[config.mk]
export PLATFORM = sky130hd
export DESIGN_NAME = rs485_command_frame_receiver_flat
export DESIGN_NICKNAME = d
export VERILOG_FILES = /design/src/hdl/rcfr_pkg.sv /design/src/hdl/rcfr_if.sv /design/src/hdl/rcfr_check_unit.sv /design/src/hdl/rcfr_actuator.sv /design/src/hdl/rs485_command_frame_receiver.sv /design/src/flat_wrapper.sv
export SDC_FILE = /design/constraint.sdc
export NUM_CORES = 1
export LEC_CHECK = 0
export ABC_AREA = 1
export BUFFER_PORTS_ARGS = -buffer_cell sky130_fd_sc_hd__buf_2
export CAP_MARGIN = 20
export CORE_MARGIN = 5
export CORE_UTILIZATION = 50
export CTS_CLUSTER_SIZE = 30
export DETAILED_ROUTE_END_ITERATION = 8
export HOLD_SLACK_MARGIN = 0.05
export PLACE_DENSITY_LB_ADDON = 0.25
export SLEW_MARGIN = 40
export SYNTH_ARGS = -nofsm -noshare
export SYNTH_HDL_FRONTEND = slang
export SYNTH_SLANG_ARGS = --single-unit
export TNS_END_PERCENT = 5
[constraint.sdc]
create_clock -name clk -period 3.4 [get_ports clk]
set_input_delay 0.51 -clock clk [delete_from_list [all_inputs] [get_ports clk]]
set_output_delay 0.51 -clock clk [all_outputs]
set_load 0.05 [all_outputs]
[src/hdl/rcfr_pkg.sv]
// shared types and constants for the bus command frame receiver
package rcfr_pkg;

  localparam int FRAME_LEN = 7;
  localparam int IDX_W     = $clog2(FRAME_LEN);
  localparam int CNT_W     = $clog2(FRAME_LEN + 1);

  localparam logic [7:0] START_MARK      = 8'h99;
  localparam logic [7:0] CHECK_SEED      = 8'h55;
  localparam logic [7:0] ADDR_RESET      = 8'h11;
  localparam logic [6:0] SIZE_MASK       = 7'h7f;
  localparam logic [6:0] SIZE_ONE        = 7'h01;
  localparam logic [7:0] CMD_LED_ON      = 8'hc1;
  localparam logic [7:0] CMD_LED_OFF     = 8'hc2;
  localparam logic [7:0] CMD_RELAY_FIRST = 8'hc3;
  localparam logic [7:0] CMD_RELAY_LAST  = 8'hca;

  // byte positions inside a frame
  localparam logic [IDX_W-1:0] POS_START = IDX_W'(0);
  localparam logic [IDX_W-1:0] POS_DEST  = IDX_W'(1);
  localparam logic [IDX_W-1:0] POS_SRC   = IDX_W'(2);
  localparam logic [IDX_W-1:0] POS_MODE  = IDX_W'(3);
  localparam logic [IDX_W-1:0] POS_HCHK  = IDX_W'(4);
  localparam logic [IDX_W-1:0] POS_CMD   = IDX_W'(5);
  localparam logic [IDX_W-1:0] POS_DCHK  = IDX_W'(6);
  localparam logic [IDX_W-1:0] POS_LAST  = IDX_W'(FRAME_LEN - 1);

  typedef enum logic [2:0] {
    STAT_COLLECT    = 3'd0,
    STAT_ACCEPT     = 3'd1,
    STAT_BAD_START  = 3'd2,
    STAT_WRONG_ADDR = 3'd3,
    STAT_READ       = 3'd4,
    STAT_HEADER     = 3'd5,
    STAT_SIZE       = 3'd6,
    STAT_DATA       = 3'd7
  } status_t;

  typedef enum logic [1:0] {
    OPD_START = 2'd0,
    OPD_ADDR  = 2'd1,
    OPD_ACC   = 2'd2
  } operand_sel_t;

  typedef enum logic [1:0] {
    ACC_HOLD = 2'd0,
    ACC_INIT = 2'd1,
    ACC_XOR  = 2'd2
  } acc_op_t;

  typedef struct packed {
    operand_sel_t opd;
    acc_op_t      acc_op;
  } unit_ctrl_t;

endpackage

[src/hdl/rcfr_if.sv]
// request channels: received bytes in, frame results out
interface rcfr_rx_if;
  logic       valid;
  logic       ready;
  logic [7:0] rx_byte;
  modport source (output valid, output rx_byte, input ready);
  modport sink (input valid, input rx_byte, output ready);
endinterface

interface rcfr_res_if;
  logic       valid;
  logic       ready;
  logic [2:0] status;
  logic [7:0] command;
  logic       led_on;
  logic [3:0] relays;
  modport source (output valid, output status, output command, output led_on,
                  output relays, input ready);
  modport sink (input valid, input status, input command, input led_on,
                input relays, output ready);
endinterface

[src/hdl/rcfr_check_unit.sv]
// shared xor compare unit with running check accumulator
module rcfr_check_unit (
  input  logic                 clk,
  input  rcfr_pkg::unit_ctrl_t ctrl,
  input  logic [7:0]           byte_in,
  input  logic [7:0]           address,
  output logic                 match
);
  import rcfr_pkg::*;

  logic [7:0] acc;
  logic [7:0] operand;

  always_comb begin
    unique case (ctrl.opd)
      OPD_START: operand = START_MARK;
      OPD_ADDR:  operand = address;
      OPD_ACC:   operand = acc;
      default:   operand = acc;
    endcase
  end

  assign match = ((operand ^ byte_in) == 8'h00);

  always_ff @(posedge clk) begin
    unique case (ctrl.acc_op)
      ACC_INIT: acc <= CHECK_SEED ^ byte_in;
      ACC_XOR:  acc <= acc ^ byte_in;
      default:  acc <= acc;
    endcase
  end

endmodule

[src/hdl/rcfr_actuator.sv]
// led and relay output registers driven by accepted commands
module rcfr_actuator (
  input  logic       clk,
  input  logic       rst,
  input  logic       exec_en,
  input  logic [7:0] cmd,
  output logic       led_on,
  output logic [3:0] relays
);
  import rcfr_pkg::*;

  logic [3:0] offset;
  logic       in_relay_range;

  assign offset         = cmd[3:0] - CMD_RELAY_FIRST[3:0];
  assign in_relay_range = (cmd >= CMD_RELAY_FIRST) && (cmd <= CMD_RELAY_LAST);

  always_ff @(posedge clk) begin
    if (rst) begin
      led_on <= 1'b0;
      relays <= 4'b0000;
    end else if (exec_en) begin
      priority if (cmd == CMD_LED_ON) begin
        led_on <= 1'b1;
      end else if (cmd == CMD_LED_OFF) begin
        led_on <= 1'b0;
      end else if (in_relay_range) begin
        // even offset clears, odd offset sets
        relays[offset[2:1]] <= offset[0];
      end
    end
  end

endmodule

[src/hdl/rs485_command_frame_receiver.sv]
// top level: frame store, check sequencer and result register
//
//   channel | dir | fields                             | handshake
//   rx      | in  | rx_byte                            | valid/ready
//   result  | out | status, command, led_on, relays    | valid/ready
//   cfg     | in  | cfg_wdata (device address)         | cfg_we
//
// a byte that does not complete a frame passes from idle straight to done
// a byte that completes a frame is checked in check; a failed check adds a scan for
// the next start byte and, if one is found, a shift that realigns the held bytes; the
// check and scan use the single compare unit, reading one stored byte per cycle
// rx is taken only in idle; a result still waiting on result.ready holds the next
// request in done until the output register frees
// synchronous reset empties the frame, clears led and relays, address back to 0x11
module rs485_command_frame_receiver (
  input  logic             clk,
  input  logic             rst,
  input  logic             cfg_we,
  input  logic [7:0]       cfg_wdata,
  rcfr_rx_if.sink          rx,
  rcfr_res_if.source       result
);
  import rcfr_pkg::*;

  typedef enum logic [4:0] {
    S_IDLE  = 5'b00001,
    S_CHECK = 5'b00010,
    S_SCAN  = 5'b00100,
    S_SHIFT = 5'b01000,
    S_DONE  = 5'b10000
  } state_t;

  state_t           state;
  logic [7:0]       device_address;
  logic [7:0]       frame [FRAME_LEN];
  logic [CNT_W-1:0] fill;
  logic [IDX_W-1:0] step;
  logic [IDX_W-1:0] shift_amt;
  logic [IDX_W-1:0] dst;
  logic [IDX_W-1:0] rd_idx;
  logic [7:0]       rd_byte;
  logic             size_ok;
  logic [7:0]       cmd_hold;
  status_t          stat;
  logic [7:0]       cmd_out;
  logic             exec_en;
  logic             match;
  logic             accept;
  logic             out_free;
  logic             res_load;
  unit_ctrl_t       ctrl;
  logic             led_state;
  logic [3:0]       relay_state;

  assign rx.ready = (state == S_IDLE);
  assign accept   = rx.valid && rx.ready;
  assign out_free = !result.valid || result.ready;
  assign res_load = (state == S_DONE) && out_free;

  always_comb begin
    unique case (state)
      S_SHIFT: rd_idx = dst + shift_amt;
      default: rd_idx = step;
    endcase
  end

  assign rd_byte = frame[rd_idx];

  always_comb begin
    ctrl.opd    = OPD_START;
    ctrl.acc_op = ACC_HOLD;
    if (state == S_CHECK) begin
      unique case (step)
        POS_START: begin ctrl.opd = OPD_START; ctrl.acc_op = ACC_INIT; end
        POS_DEST:  begin ctrl.opd = OPD_ADDR;  ctrl.acc_op = ACC_XOR;  end
        POS_SRC:   ctrl.acc_op = ACC_XOR;
        POS_MODE:  ctrl.acc_op = ACC_XOR;
        POS_HCHK:  ctrl.opd = OPD_ACC;
        POS_CMD:   ctrl.acc_op = ACC_INIT;
        POS_DCHK:  ctrl.opd = OPD_ACC;
        default:   ctrl.acc_op = ACC_HOLD;
      endcase
    end
  end

  rcfr_check_unit u_check (
    .clk     (clk),
    .ctrl    (ctrl),
    .byte_in (rd_byte),
    .address (device_address),
    .match   (match)
  );

  assign exec_en = (state == S_CHECK) && (step == POS_DCHK) && match;

  rcfr_actuator u_act (
    .clk     (clk),
    .rst     (rst),
    .exec_en (exec_en),
    .cmd     (cmd_hold),
    .led_on  (led_state),
    .relays  (relay_state)
  );

  always_ff @(posedge clk) begin
    if (rst) begin
      device_address <= ADDR_RESET;
    end else if (cfg_we) begin
      device_address <= cfg_wdata;
    end
  end

  // frame store writes: incoming byte or realign copy
  always_ff @(posedge clk) begin
    if (accept) begin
      frame[fill[IDX_W-1:0]] <= rx.rx_byte;
    end else if (state == S_SHIFT) begin
      frame[dst] <= rd_byte;
    end
  end

  always_ff @(posedge clk) begin
    if (rst) begin
      state        <= S_IDLE;
      fill         <= '0;
      step         <= '0;
      shift_amt    <= '0;
      dst          <= '0;
      result.valid <= 1'b0;
    end else begin
      if (res_load) begin
        result.valid <= 1'b1;
      end else if (result.valid && result.ready) begin
        result.valid <= 1'b0;
      end
      unique case (state)
        S_IDLE: begin
          if (accept) begin
            fill    <= fill + CNT_W'(1);
            cmd_out <= 8'h00;
            stat    <= STAT_COLLECT;
            step    <= POS_START;
            if (fill == CNT_W'(FRAME_LEN - 1)) begin
              state <= S_CHECK;
            end else begin
              state <= S_DONE;
            end
          end
        end
        S_CHECK: begin
          unique case (step)
            POS_START: begin
              if (!match) begin
                stat  <= STAT_BAD_START;
                step  <= POS_DEST;
                state <= S_SCAN;
              end else begin
                step <= step + IDX_W'(1);
              end
            end
            POS_DEST: begin
              if (!match) begin
                stat  <= STAT_WRONG_ADDR;
                step  <= POS_DEST;
                state <= S_SCAN;
              end else begin
                step <= step + IDX_W'(1);
              end
            end
            POS_SRC: begin
              step <= step + IDX_W'(1);
            end
            POS_MODE: begin
              size_ok <= ((rd_byte[6:0] & SIZE_MASK) == SIZE_ONE);
              if (rd_byte[7]) begin
                stat  <= STAT_READ;
                step  <= POS_DEST;
                state <= S_SCAN;
              end else begin
                step <= step + IDX_W'(1);
              end
            end
            POS_HCHK: begin
              if (!match || !size_ok) begin
                stat  <= match ? STAT_SIZE : STAT_HEADER;
                step  <= POS_DEST;
                state <= S_SCAN;
              end else begin
                step <= step + IDX_W'(1);
              end
            end
            POS_CMD: begin
              cmd_hold <= rd_byte;
              step     <= step + IDX_W'(1);
            end
            POS_DCHK: begin
              if (!match) begin
                stat  <= STAT_DATA;
                step  <= POS_DEST;
                state <= S_SCAN;
              end else begin
                stat    <= STAT_ACCEPT;
                cmd_out <= cmd_hold;
                fill    <= '0;
                state   <= S_DONE;
              end
            end
            default: ;
          endcase
        end
        S_SCAN: begin
          // look for the next start byte still held
          if (match) begin
            shift_amt <= step;
            dst       <= '0;
            state     <= S_SHIFT;
          end else if (step == POS_LAST) begin
            fill  <= '0;
            state <= S_DONE;
          end else begin
            step <= step + IDX_W'(1);
          end
        end
        S_SHIFT: begin
          if (dst == POS_LAST - shift_amt) begin
            fill  <= CNT_W'(FRAME_LEN) - CNT_W'(shift_amt);
            state <= S_DONE;
          end else begin
            dst <= dst + IDX_W'(1);
          end
        end
        S_DONE: begin
          if (out_free) begin
            result.status  <= stat;
            result.command <= cmd_out;
            result.led_on  <= led_state;
            result.relays  <= relay_state;
            state          <= S_IDLE;
          end
        end
        default: state <= S_IDLE;
      endcase
    end
  end

endmodule
[src/flat_wrapper.sv]
// flat-port wrapper written by rule: the top's interface ports become plain ports
module rs485_command_frame_receiver_flat import rcfr_pkg::*;
  (clk, rst, cfg_we, cfg_wdata, rx_valid, rx_rx_byte, rx_ready, result_valid, result_status, result_command, result_led_on, result_relays, result_ready);
  rcfr_rx_if rx_i ();
  rcfr_res_if result_i ();
  input  logic clk;
  input  logic rst;
  input  logic cfg_we;
  input  logic [7:0] cfg_wdata;
  input wire logic [$bits(rx_i.valid)-1:0] rx_valid;
  input wire logic [$bits(rx_i.rx_byte)-1:0] rx_rx_byte;
  output wire logic [$bits(rx_i.ready)-1:0] rx_ready;
  output wire logic [$bits(result_i.valid)-1:0] result_valid;
  output wire logic [$bits(result_i.status)-1:0] result_status;
  output wire logic [$bits(result_i.command)-1:0] result_command;
  output wire logic [$bits(result_i.led_on)-1:0] result_led_on;
  output wire logic [$bits(result_i.relays)-1:0] result_relays;
  input wire logic [$bits(result_i.ready)-1:0] result_ready;
  assign rx_i.valid = rx_valid;
  assign rx_i.rx_byte = rx_rx_byte;
  assign rx_ready = rx_i.ready;
  assign result_valid = result_i.valid;
  assign result_status = result_i.status;
  assign result_command = result_i.command;
  assign result_led_on = result_i.led_on;
  assign result_relays = result_i.relays;
  assign result_i.ready = result_ready;
  rs485_command_frame_receiver u_core (.clk(clk), .rst(rst), .cfg_we(cfg_we), .cfg_wdata(cfg_wdata), .rx(rx_i), .result(result_i));
endmodule
# Word-level counts from Yosys, hierarchy flattened
# Memory sizes are Yosys's and may differ from the RTL's.
# Index checks and enable logic that the tools add are counted.
# totals
ff_bits,75
ramBits,56
in_bits,21
output_inout_bits,18
elab_cells,178
mem_count,1
# memory_table
name,words,width,read_ports,rd_clocked_by_memory_dff,write_ports,line_no,source
u_core.frame,7,8,1,0,1,rs485_command_frame_receiver.sv:35,logic [7:0] frame [FRAME_LEN];
# classes
addsub,7
order_cmp,4
eq_ne,39
n_mux,63
bitwise,6
n_reduce_logical,40
# op_table
operator,n
3-bit 2-to-1 mux,21
5-bit 2-to-1 mux,10
8-bit case mux with 2 select lines,3
8-bit 2-to-1 mux,4
3-bit case mux with 5 select lines,2
5-bit case mux with 5 select lines,1
5-bit case mux with 4 select lines,1
8-bit equality test (second input constant),2
8-bit AND reduction,2
8-bit bitwise XOR,2
3-bit inequality test (second input constant),5
3-bit equality test (second input constant),4
2-bit inequality test (second input constant),6
6-bit inequality test (second input constant),2
3-bit case mux with 2 select lines,2
3-bit case mux with 4 select lines,1
3-bit AND reduction,4
1-bit 2-to-1 mux,11
2-bit nonzero test,5
3-bit by 1-bit adder with 3-bit output (second input constant),3
3-bit case mux with 3 select lines,1
8-bit greater-or-equal comparator (second input constant),1
8-bit less-or-equal comparator (second input constant),1
8-bit zero test,1
other kinds (42),64

# Longest topological paths before layout
# Gate-level depths: netlist (run 1).
# logic_depth
ltp_word,13
mapped_depth,24

# Cells and area by module
# From an unflattened synthesis (run 1), not the netlist that was laid out.
# unflattened
hier_cells,711
hier_area_um2,6612.6
# by_module_without_submodules
module,n_inst,cells_per_inst,area_each_um2,seq_area_each_um2
rs485_command_frame_receiver,1,547,5477.8,3283.1
rcfr_check_unit,1,110,749.5,240.2
rcfr_actuator,1,54,385.4,100.1

# Least setup slack after synthesis (run 1)
# No wires, ideal clock.
# synth_path
path_kind,register to register
start,reg u_core.shift_amt[0]
end,reg u_core.cmd_out[0] (enable)
arrival_ps,2801
path_slack_ps,229
path_stages_with_launch,20
path_buffers,0
synth_period_minus_slack_ps,3171
cell_sequence,dfxtp_1 ha_1 inv_1 fa_1 inv_1 xor2_1 nand2_1 nand2_4 nand3_1 nand2_2 nand2_1 nand2_1 nand2_1 nor2_4 nand2_4 inv_2 nand2_1 nand2_2 inv_1 nor2_1
# synth_between
elab_chain_cells,7
# synth_rtl
item,line_no,source
"start, declared",rs485_command_frame_receiver.sv:38,logic [IDX_W-1:0] shift_amt;
"start signal, assigned",rs485_command_frame_receiver.sv:214,shift_amt <= step;
3-bit adder,rs485_command_frame_receiver.sv:62,S_SHIFT: rd_idx = dst + shift_amt;
3-bit 2-to-1 mux,rs485_command_frame_receiver.sv:61,unique case (state)
memory read 7 x 8 bit,-,
net u_core.rd_byte[6],rs485_command_frame_receiver.sv:41,logic [7:0] rd_byte;
8-bit bitwise XOR,rcfr_check_unit.sv:23,assign match = ((operand ^ byte_in) == 8'h00);
8-bit zero test,rcfr_check_unit.sv:23,
2-bit by 1-bit inequality test with 1-bit output (no line),-,
5-bit AND reduction (no line),-,
"end signal, assigned",rs485_command_frame_receiver.sv:203,cmd_out <= cmd_hold;
"end, declared",rs485_command_frame_receiver.sv:45,logic [7:0] cmd_out;
# The timed path passes the listed nets, and every way through them passes these cells.
# A chain may end at the register's enable or synchronous reset.

# Worst setup path after layout (run 1)
# layout_path
start,reg u_core.shift_amt[0]
end,reg u_core.stat[1] (enable)
# layout_between
elab_chain_cells,9
word_cells_on_any_way,12
cone_classes,add/sub (1); eq/ne (4); mux (1); bitwise (1); reduce/logical (4); memory (1)
# layout_rtl
item,line_no,source
3-bit adder (*),rs485_command_frame_receiver.sv:62,
3-bit 2-to-1 mux (*),rs485_command_frame_receiver.sv:61,
memory read 7 x 8 bit (*),-,
8-bit bitwise XOR,rcfr_check_unit.sv:23,
8-bit zero test,rcfr_check_unit.sv:23,
1-bit zero test,-,
1-bit logical OR,rs485_command_frame_receiver.sv:184,if (!match || !size_ok) begin
3-bit inequality test (no line),-,
8-bit AND reduction (no line) (*),-,
"end signal, assigned",rs485_command_frame_receiver.sv:185,stat <= match ? STAT_SIZE : STAT_HEADER;
"end, declared",rs485_command_frame_receiver.sv:44,status_t stat;
# Mark *: on every way between the ends. The rest lies on a longest branch, timed or not.

==> flow_metrics.py, run 1 <==
metrics = {
    "clock_network": {
        "cts.clk_slew.worst_paths_ns": 0.06,
        "cts_sinks": 131,
        "cts_buffers": 17,
        "cts_htree_levels": 4,
        "cts-root-buf": "clkbuf_16",
        "cts_tree": "built",
        "clockBufferDepth": 2,
        "clk_latency_ns": 0.42,
    },
    "critical_path": {
        "crit_path_start_kind": "flip-flop",
        "regToRegSetupSlack_ns": 0.09,
        "arrival_ns": 3.50,
        "crit_required_ns": 3.59,
        "crit_path_end_kind": "flip-flop",
        "criticalPathCategory": "flip-flop to flip-flop",
        "rr_worst_depth": 18,
        "crit_fanout": 10,
    },
    "logic_synthesis": {
        "synth_area_per_cell_sq_um": 9.389,
        "synth_fp_nets": 731,
        "synth_edf_count": 100,
        "synthArstFlopShare": 0,
        "synth.area.top_cells": "edfxtp_1 (46%), dfxtp_1 (9.5%), nand2_1 (9.0%), nand3_1 (5.1%), inv_1 (4.3%)",
        "synth_cell_type_count": 44,
        "synthSimpleGateAreaFrac": 0.2663,
        "ys.flop_type": "edfxtp_1",
        "synth_fa_ha_area_frac": 0.02991,
        "yosys.area.top_type": "edfxtp_1",
        "synthXorXnorAreaFrac": 0.01611,
        "netlist_area_sq_um": 6525,
        "synthCells": 695,
        "synth_top_area_frac": 0.4602,
        "ys_seq_elements": 131,
        "ys_warn_count": 0,
        "synth_top_family_by_area": "simple AND/OR/NAND/NOR gates",
        "muxShareOfSynthArea": 0,
        "synth_compound_area_frac": 0.06922,
        "seq_area_frac_synth": 0.5553,
    },
    "placement": {
        "dpl.hpwl_microns": 10600,
        "post-place-cells": 905,
        "port_buffers": 38,
        "place_congestion": 0.8643,
    },
    "sta": {
        "period_needed_ns": 3.313,
        "finalSetupViolCount": 0,
        "worstMarginPinSlew_ns": 0.7530,
        "timing.hold.ws_ns": 0.2996,
        "hold_viol": 0,
        "min_period_over_period": 0.9745,
        "slew_viol_final": 0,
        "max_freq_mhz": 301.8,
        "clock_skew_ns": 0.008571,
        "slew_headroom": 0.4961,
    },
    "cells_and_area": {
        "syn2layout_area_growth_pct": 19.58,
        "fin_nets": 797,
        "drive_above_1_share": 0.2132,
        "final_cells": 946,
        "antenna_cells": 0,
    },
    "routing": {
        "drtAntennaViolNets": 0,
        "viasPerCell": 5.245,
        "dr.pass1.iters": 7,
        "drtIter0Drc": 379,
        "post-route-drc-count": 0,
        "vias": 4962,
        "drt_wl_total_microns": 14720,
        "wire_per_inst_microns": 15.56,
    },
    "grt": {
        "grt_pass1_wl_microns": 24190,
        "grt_max_degree": 25,
        "grt_pass1_vias": 4918,
        "grt_overflow": 0,
        "antenna_found_initial": 0,
        "grt_usage": 0.1937,
    },
    "run": {
        "max_cap_violations": 0,
    },
    "floorplan": {
        "rows": 41,
        "die_w_microns": 124.2,
        "fp.dieH_microns": 124.2,
        "coreArea_sq_um": 12720,
        "ios": 39,
        "fp.dieArea_sq_um": 15430,
        "initial_core_util": 0.5129,
    },
    "min_path": {
        "min_delay_path_depth": 3,
        "hold_path.class": "input port to flip-flop",
    },
    "pwr": {
        "ir_worst_vdd_v": 0.0004240,
        "leakagePower_nw": 3.272,
        "powerDensity_nw_per_um2": 746.8,
    },
    "run_status": {
        "status": "completed",
    },
}
## layer usage
layer  track usage  part of all wire
met3       0.04631             0.053
met1        0.2412              0.43
met5             0                 0
met4       0.07930             0.020
met2        0.3238              0.49
## stage by stage
step | util | area (sq um) | total power, mW | worst slack, ns | TNS [ns]
6_report | 0.6133 | 7802 | 5.827 | 0.08663 | 0
3_3_place_gp | 0.5474 | 6964 | 3.668 | 0.1755 | 0
5_1_grt | 0.6133 | 7802 | 6.139 | -0.04067 | -0.4193
3_5_place_dp | 0.5474 | 6964 | 3.705 | 0.03440 | 0
4_1_cts | 0.5981 | 7609 | 5.686 | 0.02432 | 0
2_1_floorplan | - | 6525 | 3.301 | 0.2292 | 0
## Yosys cell counts, types with 2 or more instances
| master | n |
|---|---|
| nand2_1 | 157 |
| edfxtp_1 | 100 |
| inv_1 | 75 |
| nor2_1 | 71 |
| nand3_1 | 66 |
| dfxtp_1 | 31 |
| o21ai_0 | 26 |
| a21oi_1 | 24 |
| ha_1 | 14 |
| nand2_2 | 14 |
| a31oi_1 | 9 |
| nand2_4 | 9 |
| nand3_2 | 9 |
| o22ai_1 | 9 |
| clkbuf_1 | 8 |
| nor3_1 | 8 |
| inv_2 | 6 |
| nand4_1 | 6 |
| xnor2_1 | 6 |
| xor2_1 | 6 |
| nor2_4 | 5 |
| buf_6 | 4 |
| nand3b_1 | 3 |
| o21bai_1 | 3 |
| or2_2 | 3 |
| buf_2 | 2 |
| nand4_2 | 2 |
| nor2_2 | 2 |
| o211ai_1 | 2 |
## power breakdown
group | internal, mW | total (mW) | switching (mW)
combinational | 0.600 | 1.80 | 1.20
clock | 1.25 | 1.99 | 0.738
sequential | 1.97 | 2.04 | 0.0738
## logic make-up after synthesis
kind of cell	after synthesis
compound gates	78
xor+xnor	12
fa+ha+maj	15
buf+inv	98
flops	131
simple gates	361
## layout by cell type, fill, tap and decap left out, drive strengths merged, types with 14 or more instances in the layout
cell    instances
a21oi          24
buf            63
clkbuf         17
dfxtp          31
edfxtp        100
ha             14
inv            87
nand2         180
nand3          76
nor2           78
o21ai          28
## path summary, 6_finish.rpt
path,from,endpoint
worst max-delay path,u_core.shift_amt[0]$_SDFFE_PP0P_,u_core.stat[1]$_SDFFCE_PN0P_
worst min-delay path,cfg_wdata[0],u_core.device_address[0]$_SDFFE_PP1P_
worst max register to register,u_core.shift_amt[0]$_SDFFE_PP0P_,u_core.stat[1]$_SDFFCE_PN0P_
worst min register to register,u_core.cmd_out[0]$_SDFFCE_PN0P_,u_core.result.command[0]$_DFFE_PP_
## flip-flops by register name, indices dropped and copies added (netlist names)
name and cells:
u_core.u_act.relays 4, u_core.device_address 8, u_core.step 3, u_core.state 5
u_core.result.relays 4, u_core.result.command 8, u_core.result.status 3, u_core.cmd_hold 8
u_core.dst 3, u_core.frame 56, u_core.fill 3, u_core.result.valid 1
u_core.size_ok 1, u_core.result.led_on 1, u_core.shift_amt 3, u_core.stat 3
u_core.u_check.acc 8, u_core.cmd_out 8, u_core.u_act.led_on 1
## what timing repair did
action                     4_1_cts  5_1_grt
resized for setup                0       24
setup endpoints to repair        0       16
hold buffers                     0        0
setup buffers                    0        9
## cell type report
| class | count | area (sq um) |
|---|---|---|
| Fill cell | 1045 | 4920 |
| Sequential cell | 131 | 3626 |
| Clock inverter | 15 | 219.0 |
| Tap cell | 172 | 215.2 |
| Multi-Input combinational cell | 466 | 2599 |
| Timing Repair Buffer | 63 | 410.4 |
| Clock buffer | 17 | 425.4 |
| Inverter | 82 | 307.8 |
## worst max-delay path, cell delays in order (launching register included)
cell	delay (ns)
dfxtp_2	0.35
ha_1	0.16
inv_1	0.06
fa_1	0.58
nand2_1	0.12
nand2_4	0.16
buf_6	0.17
nand3_1	0.11
nand3_2	0.12
nand3_1	0.09
nand2_1	0.12
nand2_1	0.10
nor2_4	0.15
buf_4	0.13
nand4_1	0.13
nand2_1	0.11
nand2_2	0.08
nor3b_2	0.16
buf_4	0.17
No activity file was read; power rests on OpenSTA's default activity.
==> run 2: changes to the inputs <==
clock period = 3.3 ns   (was 3.4 ns; I/O delays follow)
==> run 2 against run 1 <==
Sequential cell count is the same. Final area grew 0.16%. Critical endpoint unchanged. Wire length grew 3.3%. Largest power group unchanged. Sequential share of layout area shrank 0.074 points. Worst hold slack lost 0.013 ns. Critical path type unchanged. Register-to-register slack gained 0.05 ns. Sequential power grew 3%.
==> flow_metrics.py, run 2 (synthesized netlist as in run 1, its figures left out) <==
metrics = {
    "cells_and_area": {
        "largest_register_ffs": 56,
        "syn2layout_area_growth_pct": 19.77,
        "antenna_cells": 0,
        "fillers": 1077,
        "regMostFlops": "u_core.frame",
        "layout_common_cells": "nand2_1 (154), edfxtp_1 (100), inv_1 (75)",
        "drive_above_1_share": 0.2217,
        "final_common_cell": "nand2_1",
        "fin_nets": 808,
        "fin_util": 0.6143,
        "final_cell_area_sq_um": 7815,
    },
    "routing": {
        "drt_wl_total_microns": 15210,
        "wire_per_inst_microns": 15.90,
        "viasPerCell": 5.318,
        "vias": 5089,
        "drtAntennaViolNets": 0,
        "drtIter0Drc": 392,
        "post-route-drc-count": 0,
        "dr.pass1.iters": 5,
    },
    "sta": {
        "rsz0062_at_grt": "false",
        "tns_ns": 0,
        "period_needed_ns": 3.161,
        "worstMarginPinSlew_ns": 0.7734,
        "hold_viol": 0,
        "max_freq_mhz": 316.4,
        "clock_skew_ns": 0.005678,
        "finalSetupViolCount": 0,
        "slew_viol_final": 0,
        "min_period_over_period": 0.9579,
        "slew_headroom": 0.4825,
    },
    "critical_path": {
        "cp_common_cell": "nand2_1",
        "path_delay_family": "simple AND/OR/NAND/NOR gates",
        "max_stage_delay_ns": 0.40,
        "crit_required_ns": 3.44,
        "startpoint": "u_core.shift_amt[0]$_SDFFE_PP0P_",
        "crit_fanout": 8,
        "criticalPathCategory": "flip-flop to flip-flop",
        "crit_chain": "ha_1 -> inv_1 -> fa_1 -> inv_1 -> xor2_2 -> o21ai_4 -> buf_12 -> buf_4 -> nand3_2 -> nand2_4 -> nand2_1 -> nand2_1 -> nand2_2 -> nor2_4 -> buf_4 -> nand4_1 -> nand2_1 -> nand2_1 -> nor3b_1 -> buf_4",
        "slowest_stage": "fa_1",
        "path_buf_inv": 6,
        "arrival_ns": 3.30,
        "r2r-start": "u_core.shift_amt[0]$_SDFFE_PP0P_",
        "crit_path_start_kind": "flip-flop",
        "crit_path_end_kind": "flip-flop",
    },
    "clock_network": {
        "cts_htree_levels": 4,
        "cts_tree": "built",
        "cts_buffers": 17,
        "clockBufferDepth": 2,
        "cts.clk_slew.worst_paths_ns": 0.06,
        "cts-root-buf": "clkbuf_16",
        "clk_latency_ns": 0.42,
        "cts_sinks": 131,
    },
    "grt": {
        "grt_overflow": 0,
        "grt_max_degree": 25,
        "antenna_found_initial": 0,
        "grt_usage": 0.1945,
        "grt_pass1_vias": 4941,
        "grt_pass1_wl_microns": 24050,
    },
    "min_path": {
        "hold_start": "cfg_wdata[4]",
        "hold_path.class": "input port to flip-flop",
    },
    "floorplan": {
        "ios": 39,
        "coreArea_sq_um": 12720,
        "rows": 41,
        "initial_core_util": 0.5129,
        "fp.dieH_microns": 124.2,
        "die_w_microns": 124.2,
        "fp.dieArea_sq_um": 15430,
    },
    "placement": {
        "place_congestion": 0.8800,
        "dpl-instance-area_sq_um": 7027,
        "dpl.hpwl_microns": 10920,
        "port_buffers": 38,
    },
    "pwr": {
        "leakagePower_nw": 3.281,
        "ir_worst_vdd_v": 0.0003620,
        "powerDensity_nw_per_um2": 748.2,
    },
    "run": {
        "max_cap_violations": 0,
    },
    "run_status": {
        "status": "completed",
    },
}
[run 2: final timing paths]
kind	to	slack (ns)	cells after the start
setup / recovery	u_core.stat[1]$_SDFFCE_PN0P_	0.14	20
hold / removal	u_core.device_address[4]$_SDFFE_PP1P_	0.29	3
hold reg to reg	u_core.result.command[2]$_DFFE_PP_	0.42	0
setup reg to reg	u_core.stat[1]$_SDFFCE_PN0P_	0.14	20
[run 2: timing repair]
item                                    4_1_cts  5_1_grt
hold buffers                                  0        0
gates resized for setup                       1       22
gates cloned                                  0        2
pin swaps                                     0       10
hold endpoints to repair                      0        0
setup buffers                                 0        8
endpoints found under the setup margin        8       19
[run 2: tightest hold or removal path, delay by kind of cell]
kind,cells,cell delay [ns]
AND/OR/NAND/NOR,2,0.11
buffers and inverters,1,0.07
[run 2: final cells by class]
class	instances	area, sq um	area share
repair buffers	72	461.7	0.05908
well taps	172	215.2	0.02754
inverters	82	307.8	0.03939
clock inverters	13	160.2	0.02049
multi-input cells	468	2611	0.3341
clock buffers	19	432.9	0.05540
flip-flops and latches	131	3626	0.4640
[run 2: layer usage]
layer,up-vias,wire [microns],global-route usage
li1,2493,-,-
met1,2428,6442,0.2376
met2,147,7771,0.3391
met3,21,729,0.04074
met4,0,269,0.07092
met5,-,0,0
[run 2: through the flow]
| stage | hold WS [ns] | power, mW | cells | setup WS (ns) |
|---|---|---|---|---|
| floorplan | 0.4003 | 3.401 | 695 | 0.1292 |
| global placement | 0.4024 | 3.792 | 915 | 0.09409 |
| detailed placement | 0.4062 | 3.841 | 915 | -0.01010 |
| CTS | 0.2818 | 5.712 | 947 | 0.04503 |
| global route | 0.2896 | 6.147 | 957 | 0.003657 |
| finish | 0.2861 | 5.847 | 957 | 0.1390 |
[run 2: power breakdown]
group,total (mW),leakage (nW),internal (mW),switching (mW)
Clock,1.88,0.289,1.18,0.693
Combinational,1.86,1.83,0.611,1.25
Sequential,2.11,1.17,2.03,0.0866
Total,5.85,3.28,3.82,2.03
==> run 3: changes to the inputs <==
CORE_UTILIZATION = 39   (was 50)
==> run 3 against run 2 <==
Count of clock-buffer cells in the layout down 2. Sequential share of layout area decreased by 0.40 points. Maximum frequency rose by 1.6%. Register-to-register slack gained 0.05 ns. Sequential cell count is the same. Final area is 0.86% higher. Cell count grew 4.9%. Wire length increased by 2.3%. Non-clock buffer count increased by 1. Critical path depth decreased by 1.
==> flow_metrics.py, run 3 (synthesized netlist as in run 1, its figures left out) <==
metrics = {
    "floorplan": {
        "rows": 47,
        "ios": 39,
        "initial_core_util": 0.3949,
        "fp.dieArea_sq_um": 19420,
        "die_w_microns": 139.3,
        "fp.dieH_microns": 139.3,
        "coreArea_sq_um": 16520,
    },
    "clock_network": {
        "cts-root-buf": "clkbuf_16",
        "cts.clk_slew.worst_paths_ns": 0.06,
        "clk_latency_ns": 0.42,
        "cts_sinks": 131,
        "clockBufferDepth": 2,
        "cts_buffers": 17,
        "cts_htree_levels": 4,
        "cts_tree": "built",
    },
    "routing": {
        "drtIter0Drc": 315,
        "post-route-drc-count": 0,
        "drtAntennaViolNets": 0,
        "drt_wl_total_microns": 15560,
        "dr.pass1.iters": 4,
        "wire_per_inst_microns": 15.50,
        "vias": 4984,
        "viasPerCell": 4.964,
    },
    "pwr": {
        "leakagePower_nw": 3.275,
        "powerDensity_nw_per_um2": 730.3,
        "ir_worst_vdd_v": 0.0004605,
        "p_total_mw": 5.757,
    },
    "cells_and_area": {
        "antenna_cells": 0,
        "final_cells": 1004,
        "layout_common_cells": "nand2_1 (155), edfxtp_1 (100), inv_1 (75)",
        "drive_above_1_share": 0.2219,
        "fin_nets": 809,
        "largest_register_ffs": 56,
        "syn2layout_area_growth_pct": 20.81,
        "final_common_cell": "nand2_1",
        "fillers": 1542,
        "fin_util": 0.4770,
        "final_cell_area_sq_um": 7883,
        "regMostFlops": "u_core.frame",
    },
    "run": {
        "max_cap_violations": 0,
    },
    "sta": {
        "min_period_over_period": 0.9424,
        "worstMarginPinSlew_ns": 0.7797,
        "slew_viol_final": 0,
        "tns_ns": 0,
        "max_freq_mhz": 321.6,
        "period_needed_ns": 3.110,
        "hold_viol": 0,
        "clock_skew_ns": 0.009886,
        "worst_slack_ns": 0.1901,
        "finalSetupViolCount": 0,
        "slew_headroom": 0.4783,
        "timing.hold.ws_ns": 0.2936,
    },
    "min_path": {
        "hold_path.class": "input port to flip-flop",
        "min_delay_path_depth": 3,
    },
    "placement": {
        "preCtsSetupSlack_ns": -0.01662,
        "post-place-cells": 970,
        "dpl.hpwl_microns": 11290,
        "dpl-instance-area_sq_um": 7139,
        "place_congestion": 0.8537,
        "port_buffers": 38,
    },
    "grt": {
        "antenna_found_initial": 0,
        "grt_pass1_wl_microns": 25130,
        "grt_max_degree": 25,
        "grt_overflow": 0,
        "grt_usage": 0.1613,
        "grt_pass1_vias": 4896,
    },
    "critical_path": {
        "arrival_ns": 3.23,
        "crit_path_start_kind": "flip-flop",
        "crit_required_ns": 3.42,
        "criticalPathCategory": "flip-flop to flip-flop",
        "rr_worst_depth": 19,
        "crit_path_end_kind": "flip-flop",
        "crit_fanout": 13,
    },
    "run_status": {
        "status": "completed",
    },
}
run 3: worst max-delay path, stage by stage (launching register included):
cell and delay, ns:
dfxtp_2 0.35, ha_1 0.14, inv_1 0.05, fa_2 0.61, o21ai_2 0.07, buf_6 0.15
nand3_1 0.14, nand3_2 0.14, nand2_4 0.12, nand2_1 0.06, nand2_1 0.09, nand2_1 0.09
nor2_4 0.16, nand2_4 0.07, inv_2 0.07, nand2_1 0.06, nand2_2 0.08, inv_1 0.06
nor2_2 0.14, buf_6 0.16
run 3: layer usage:
| layer | GRT usage | share of wire | vias to the layer above |
|---|---|---|---|
| met3 | 0.03842 | 0.042 | 34 |
| met5 | 0 | 0 | - |
| li1 | - | - | 2491 |
| met2 | 0.2603 | 0.49 | 115 |
| met1 | 0.2096 | 0.44 | 2344 |
| met4 | 0.06540 | 0.025 | 0 |
run 3: area by class of cell:
cell class / count / area [sq um] / share of cell area
inverters: 82 / 307.8 / 0.03905
multi-input cells: 468 / 2636 / 0.3344
flip-flops and latches: 131 / 3626 / 0.4600
clock buffers: 17 / 425.4 / 0.05397
well taps: 220 / 275.3 / 0.03492
repair buffers: 73 / 473.0 / 0.06000
clock inverters: 13 / 138.9 / 0.01762
run 3: power breakdown:
| group | internal (mW) | switching [mW] |
|---|---|---|
| sequential | 2.02 | 0.0749 |
| clock | 1.10 | 0.691 |
| combinational | 0.614 | 1.25 |
run 3: final timing paths:
kind                                                  startpoint                                     to  slack (ns)
worst max-delay path            u_core.shift_amt[0]$_SDFFE_PP0P_        u_core.cmd_out[1]$_SDFFCE_PN0P_        0.19
worst max register to register  u_core.shift_amt[0]$_SDFFE_PP0P_        u_core.cmd_out[1]$_SDFFCE_PN0P_        0.19
worst min register to register   u_core.cmd_out[7]$_SDFFCE_PN0P_     u_core.result.command[7]$_DFFE_PP_        0.42
worst min-delay path                                cfg_wdata[0]  u_core.device_address[0]$_SDFFE_PP1P_        0.29
run 3: what timing repair did:
action,CTS,global route
hold buffers,0,0
gates resized for setup,1,28
setup endpoints to repair,8,28
hold endpoints to repair,0,0
buffers inserted,0,2
cloned,0,2
pin swaps,0,10
